===== src/sv/pwag_pkg.sv =====
// pwag_pkg: shared constants, config register indexes and the quarter-wave sine table
// for the polar warp address generator. No dependencies.
`default_nettype none

package pwag_pkg;

  localparam int ROW_W     = 12;
  localparam int COL_W     = 12;
  localparam int COLOR_W   = 32;
  localparam int OUT_W     = 12;
  localparam int CFG_W     = 13;
  localparam int CFG_IDX_W = 1;
  localparam int R8_SHIFT  = 7;
  localparam int R8_W      = ROW_W + R8_SHIFT;
  localparam int TBL_BITS  = 10;
  localparam int SIN_W     = 16;
  localparam int QWV_W     = 15;
  localparam int POS_SHIFT = 23;
  localparam int W_RESET   = 640;
  localparam int H_RESET   = 480;

  localparam logic [CFG_IDX_W-1:0] CFG_IMAGE_WIDTH  = 1'b0;
  localparam logic [CFG_IDX_W-1:0] CFG_IMAGE_HEIGHT = 1'b1;

  localparam logic [TBL_BITS-1:0] TBL_QUARTER = 10'd256;
  localparam logic [63:0]         PI_Q30      = 64'd3373259426;

  typedef logic [QWV_W-1:0] qwave_t [0:256];

  // sin(k*pi/512), Taylor series to the 13th order in Q30, rounded to Q1.15
  function automatic qwave_t build_qwave();
    qwave_t      tbl;
    logic [63:0] x;
    logic [63:0] x2;
    logic [63:0] term;
    logic [63:0] sum;
    logic [63:0] v;
    for (int k = 0; k <= 256; k++) begin
      x    = (64'(k) * PI_Q30) >> 9;
      x2   = (x * x) >> 30;
      term = x;
      sum  = x;
      term = ((term * x2) >> 30) / 64'd6;
      sum  = sum - term;
      term = ((term * x2) >> 30) / 64'd20;
      sum  = sum + term;
      term = ((term * x2) >> 30) / 64'd42;
      sum  = sum - term;
      term = ((term * x2) >> 30) / 64'd72;
      sum  = sum + term;
      term = ((term * x2) >> 30) / 64'd110;
      sum  = sum - term;
      term = ((term * x2) >> 30) / 64'd156;
      sum  = sum + term;
      v    = (sum * 64'd32768 + (64'd1 << 29)) >> 30;
      tbl[k] = (v > 64'd32767) ? 15'h7fff : v[QWV_W-1:0];
    end
    return tbl;
  endfunction

  localparam qwave_t QWAVE = build_qwave();

  function automatic logic signed [SIN_W-1:0] sine_val(input logic [TBL_BITS-1:0] addr);
    logic [8:0]       idx;
    logic [QWV_W-1:0] mag;
    idx = addr[8] ? (9'd256 - {1'b0, addr[7:0]}) : {1'b0, addr[7:0]};
    mag = QWAVE[idx];
    return addr[9] ? -$signed({1'b0, mag}) : $signed({1'b0, mag});
  endfunction

endpackage

`default_nettype wire


===== src/sv/pwag_div_step.sv =====
// pwag_div_step: one registered stage of the two restoring dividers (radius and phase),
// one quotient bit each, with valid and color carried alongside. Uses pwag_pkg.
`default_nettype none

module pwag_div_step import pwag_pkg::*; #(
  parameter int DEN_W = 13,
  parameter int QUO_W = 28
) (
  input  wire logic               clk,
  input  wire logic               rst_n,
  input  wire logic               adv,
  input  wire logic               v_i,
  input  wire logic [DEN_W-1:0]   den_r8_i,
  input  wire logic [DEN_W-1:0]   den_ph_i,
  input  wire logic [DEN_W-1:0]   rem_r8_i,
  input  wire logic [QUO_W-1:0]   nq_r8_i,
  input  wire logic [DEN_W-1:0]   rem_ph_i,
  input  wire logic [QUO_W-1:0]   nq_ph_i,
  input  wire logic [COLOR_W-1:0] color_i,
  output logic                    v_o,
  output logic [DEN_W-1:0]        rem_r8_o,
  output logic [QUO_W-1:0]        nq_r8_o,
  output logic [DEN_W-1:0]        rem_ph_o,
  output logic [QUO_W-1:0]        nq_ph_o,
  output logic [COLOR_W-1:0]      color_o
);

  logic               v_r;
  logic [DEN_W-1:0]   rem_r8_r;
  logic [QUO_W-1:0]   nq_r8_r;
  logic [DEN_W-1:0]   rem_ph_r;
  logic [QUO_W-1:0]   nq_ph_r;
  logic [COLOR_W-1:0] color_r;

  logic [DEN_W:0]   t_r8;
  logic [DEN_W:0]   t_ph;
  logic [DEN_W:0]   diff_r8;
  logic [DEN_W:0]   diff_ph;
  logic             ge_r8;
  logic             ge_ph;
  logic [DEN_W-1:0] rem_r8_nxt;
  logic [DEN_W-1:0] rem_ph_nxt;

  always_comb begin
    t_r8       = {rem_r8_i, nq_r8_i[QUO_W-1]};
    t_ph       = {rem_ph_i, nq_ph_i[QUO_W-1]};
    diff_r8    = t_r8 - {1'b0, den_r8_i};
    diff_ph    = t_ph - {1'b0, den_ph_i};
    ge_r8      = (t_r8 >= {1'b0, den_r8_i});
    ge_ph      = (t_ph >= {1'b0, den_ph_i});
    rem_r8_nxt = ge_r8 ? diff_r8[DEN_W-1:0] : t_r8[DEN_W-1:0];
    rem_ph_nxt = ge_ph ? diff_ph[DEN_W-1:0] : t_ph[DEN_W-1:0];
  end

  always_ff @(posedge clk) begin
    if (!rst_n) begin
      v_r <= 1'b0;
    end else if (adv) begin
      v_r <= v_i;
    end
  end

  always_ff @(posedge clk) begin
    if (adv) begin
      rem_r8_r <= rem_r8_nxt;
      nq_r8_r  <= {nq_r8_i[QUO_W-2:0], ge_r8};
      rem_ph_r <= rem_ph_nxt;
      nq_ph_r  <= {nq_ph_i[QUO_W-2:0], ge_ph};
      color_r  <= color_i;
    end
  end

  assign v_o      = v_r;
  assign rem_r8_o = rem_r8_r;
  assign nq_r8_o  = nq_r8_r;
  assign rem_ph_o = rem_ph_r;
  assign nq_ph_o  = nq_ph_r;
  assign color_o  = color_r;

endmodule

`default_nettype wire


===== config.mk =====
export PLATFORM = sky130hd
export DESIGN_NAME = pwag_div_step
export DESIGN_NICKNAME = d
export VERILOG_FILES = /design/src/sv/pwag_pkg.sv /design/src/sv/pwag_div_step.sv
export SDC_FILE = /design/constraint.sdc
export NUM_CORES = 1
export LEC_CHECK = 0
export BUFFER_PORTS_ARGS = -buffer_cell sky130_fd_sc_hd__buf_2
export CORE_ASPECT_RATIO = 1.1
export CORE_UTILIZATION = 30
export CTS_CLUSTER_SIZE = 12
export DETAILED_ROUTE_END_ITERATION = 8
export GPL_TIMING_DRIVEN = 1
export REMOVE_ABC_BUFFERS = 1
export SYNTH_ARGS = -nofsm -noshare
export SYNTH_HDL_FRONTEND = slang
export SYNTH_SLANG_ARGS = --single-unit

===== constraint.sdc =====
create_clock -name clk -period 4.1 [get_ports clk]
set_input_delay 0.82 -clock clk [delete_from_list [all_inputs] [get_ports clk]]
set_output_delay 0.82 -clock clk [all_outputs]
set_load 0.01 [all_outputs]

==> reports/qor.csv <==
metric,value,unit
post_cts_resized,0,
worst_pin_slew,581.6,ps
drive_above_1_share,49.14,%
slowest_stage,a2bb2oi_4,
num-nets-final,796,
end_kind,flip-flop,
max-vdd-ir-drop,0.0002560,V
max_cap_viol_count,0,
synth-seq-area-share,66.36,%
cts_made_buffers,17,
cts_hold_buf,0,
start_util,30.61,%
vias,3911,
syn_area,5189,um2
synth_edf_count,114,
clock.fmax,326.3,MHz
drtIter0Drc,133,
clockBufferDepth,2,
finalHoldViolCount,0,
root_buffer,clkbuf_16,
leakage,3.300,nW
wire_per_inst,15.08,um
gp_congestion,0.8317,
drc,0,
finalInstanceArea,7346,um2
ys.flop_type,edfxtp_1,
fin_worst_skew,0,ps
powerDensity,468.6,nW/um2
path_class,input port to flip-flop,
die_x,127.4,um
cts_setup_buffers,0,
synthTopCellsByArea,"edfxtp_1 66%, ha_1 6.3%, inv_1 2.4%",
clkLatencyLatePin,400,ps
critPathLaunchType,input port,
tns,0,ps
synth-seq-cells,115,
cts_num_sinks,115,
outcome,"finished, final reports clean",
drt_first_pass_iters,4,
grt-ovfl-total,0,
viasPerCell,4.485,
grt_pass1_vias,3950,
grtUsageTotal,14.78,%
worstPathCellList,buf_2 -> ha_1 -> fa_1 -> nand2b_1 -> a211oi_1 -> o21ba_2 -> or2_2 -> a2bb2oi_4 -> mux2_2,
grt_pass1_wl,20.02,mm
ys_warn_count,0,
synth_cells,349,
pin_count,259,
fin_crit,3065,ps
hold_class,flip-flop to flip-flop,
synth_top_cell_by_area,edfxtp_1,
htree_levels,4,
avgSynthCellArea,14.87,um2
rows,50,
die_area,17830,um2
grt_start_max_net_pins,77,
wl,13.15,mm
placed_area,6769,um2
fillers,1588,
area_delta_synth_final,41.57,%
hpwl,10.08,mm
yosys.cell_types.count,52,
core,16950,um2
synth_top_area_share,65.98,%
crit_fanout,14,
slew_headroom,61.23,%
multi_input_area,1595,um2
ant_nets,0,
ff_latch_area,3443,um2
report.final.setup_viol,0,
rsz0062_at_grt,no,
drv_slew,0,
cts_tree,done,
die_h,139.9,um
required,4260,ps
antenna_found_initial,1,
cp.arrival,3220,ps
cts.clk_slew.worst_paths,60,ps
critical_path.max_stage_delay,460,ps
postSynth.asyncResetShare,0,%
portBuffers,258,
finalCritPeriodShare,74.75,%
critical path, delay by kind of cell:
family / cells / cell delay, ps
simple gates: 2 / 340
mux: 1 / 400
buf+inv: 1 / 100
compound gates: 3 / 930
fa+ha+maj: 2 / 620
synth_stat cells, drive strengths merged (4+ instances only):
cell type	instances
inv	33
a21oi	14
o21a	4
ha	26
edfxtp	114
a21o	5
nor2b	5
nor3	6
xnor2	11
mux2	18
a31oi	4
nor2	18
nand2b	6
nand4	4
o21ai	15
xor2	4
mux2i	9
nand2	12
routing by layer:
| layer | routed length [um] | vias to the layer above | GRT usage, % |
|---|---|---|---|
| met5 | 0 | - | 0 |
| li1 | - | 1875 | - |
| met3 | 938 | 17 | 4.354 |
| met2 | 6580 | 170 | 24.88 |
| met4 | 224 | 0 | 7.206 |
| met1 | 5407 | 1849 | 17.13 |
worst paths after layout:
check                       to  slack, ps  cells past startpoint        start
hold reg to reg            v_o        530                      2          v_o
hold / removal             v_o        530                      2          v_o
setup reg to reg           v_o       3500                      2          v_o
setup / recovery  rem_ph_o[10]       1040                      9  den_ph_i[0]
area by class of cell:
| type | count | area share [%] |
|---|---|---|
| Timing Repair Buffer | 259 | 17.88 |
| Multi-Input combinational cell | 198 | 21.72 |
| Antenna cell | 1 | 0.03407 |
| Tap cell | 234 | 3.986 |
| Clock buffer | 17 | 5.791 |
| Inverter | 33 | 1.686 |
| Clock inverter | 15 | 2.027 |
| Sequential cell | 115 | 46.87 |
logic make-up (layout without fill, tap and decap cells):
group,after synthesis,count (layout),synth area share [%]
AND/OR/NAND/NOR,67,67,7.017
multiplexers,27,27,6.004
flip-flops,115,115,66.36
AO/OA/AOI/OAI,61,61,8.151
buffers and inverters,36,324,2.894
other,0,1,0
adder cells (fa/ha/maj),28,28,7.041
XOR/XNOR,15,15,2.532
layout by cell type, fill, tap and decap left out, types with 4 or more instances in the layout:
cell,n
nand4_1,4
nor3_1,6
mux2_4,5
a31oi_1,4
nor2b_1,5
clkbuf_16,17
inv_1,33
mux2_2,10
inv_6,5
o21ai_0,13
a21o_1,5
xnor2_1,11
buf_2,257
ha_1,26
a21oi_1,14
edfxtp_1,114
o21a_1,4
mux2i_1,9
xor2_1,4
nand2_1,12
nand2b_1,5
nor2_1,18
sequential cells by signal, summed over array words and instances (netlist names):
signal and flops:
rem_ph_o 13, rem_r8_o 13, v_o 1, nq_ph_o 28, nq_r8_o 28, color_o 32
where the power goes:
part	internal (mW)	switching, mW	total (mW)
combinational	0.261	0.298	0.559
sequential	1.43	0.0261	1.46
clock	0.850	0.577	1.43
total	2.54	0.901	3.44
through the flow:
step | utilization, % | hold WS, ps | setup slack (ps) | cells | power (mW)
6_report | 43.33 | 531.4 | 1035 | 872 | 3.442
5_1_grt | 43.33 | 555.8 | 948.3 | 872 | 3.600
4_1_cts | 43.31 | 534.5 | 1067 | 871 | 3.491
3_5_place_dp | 39.93 | 513.9 | 623.9 | 839 | 2.041
3_3_place_gp | 39.93 | 493.5 | 679.3 | 839 | 2.032
2_1_floorplan | - | 538.3 | 984.2 | 346 | 1.783
No activity file was read; power rests on OpenSTA's default activity.
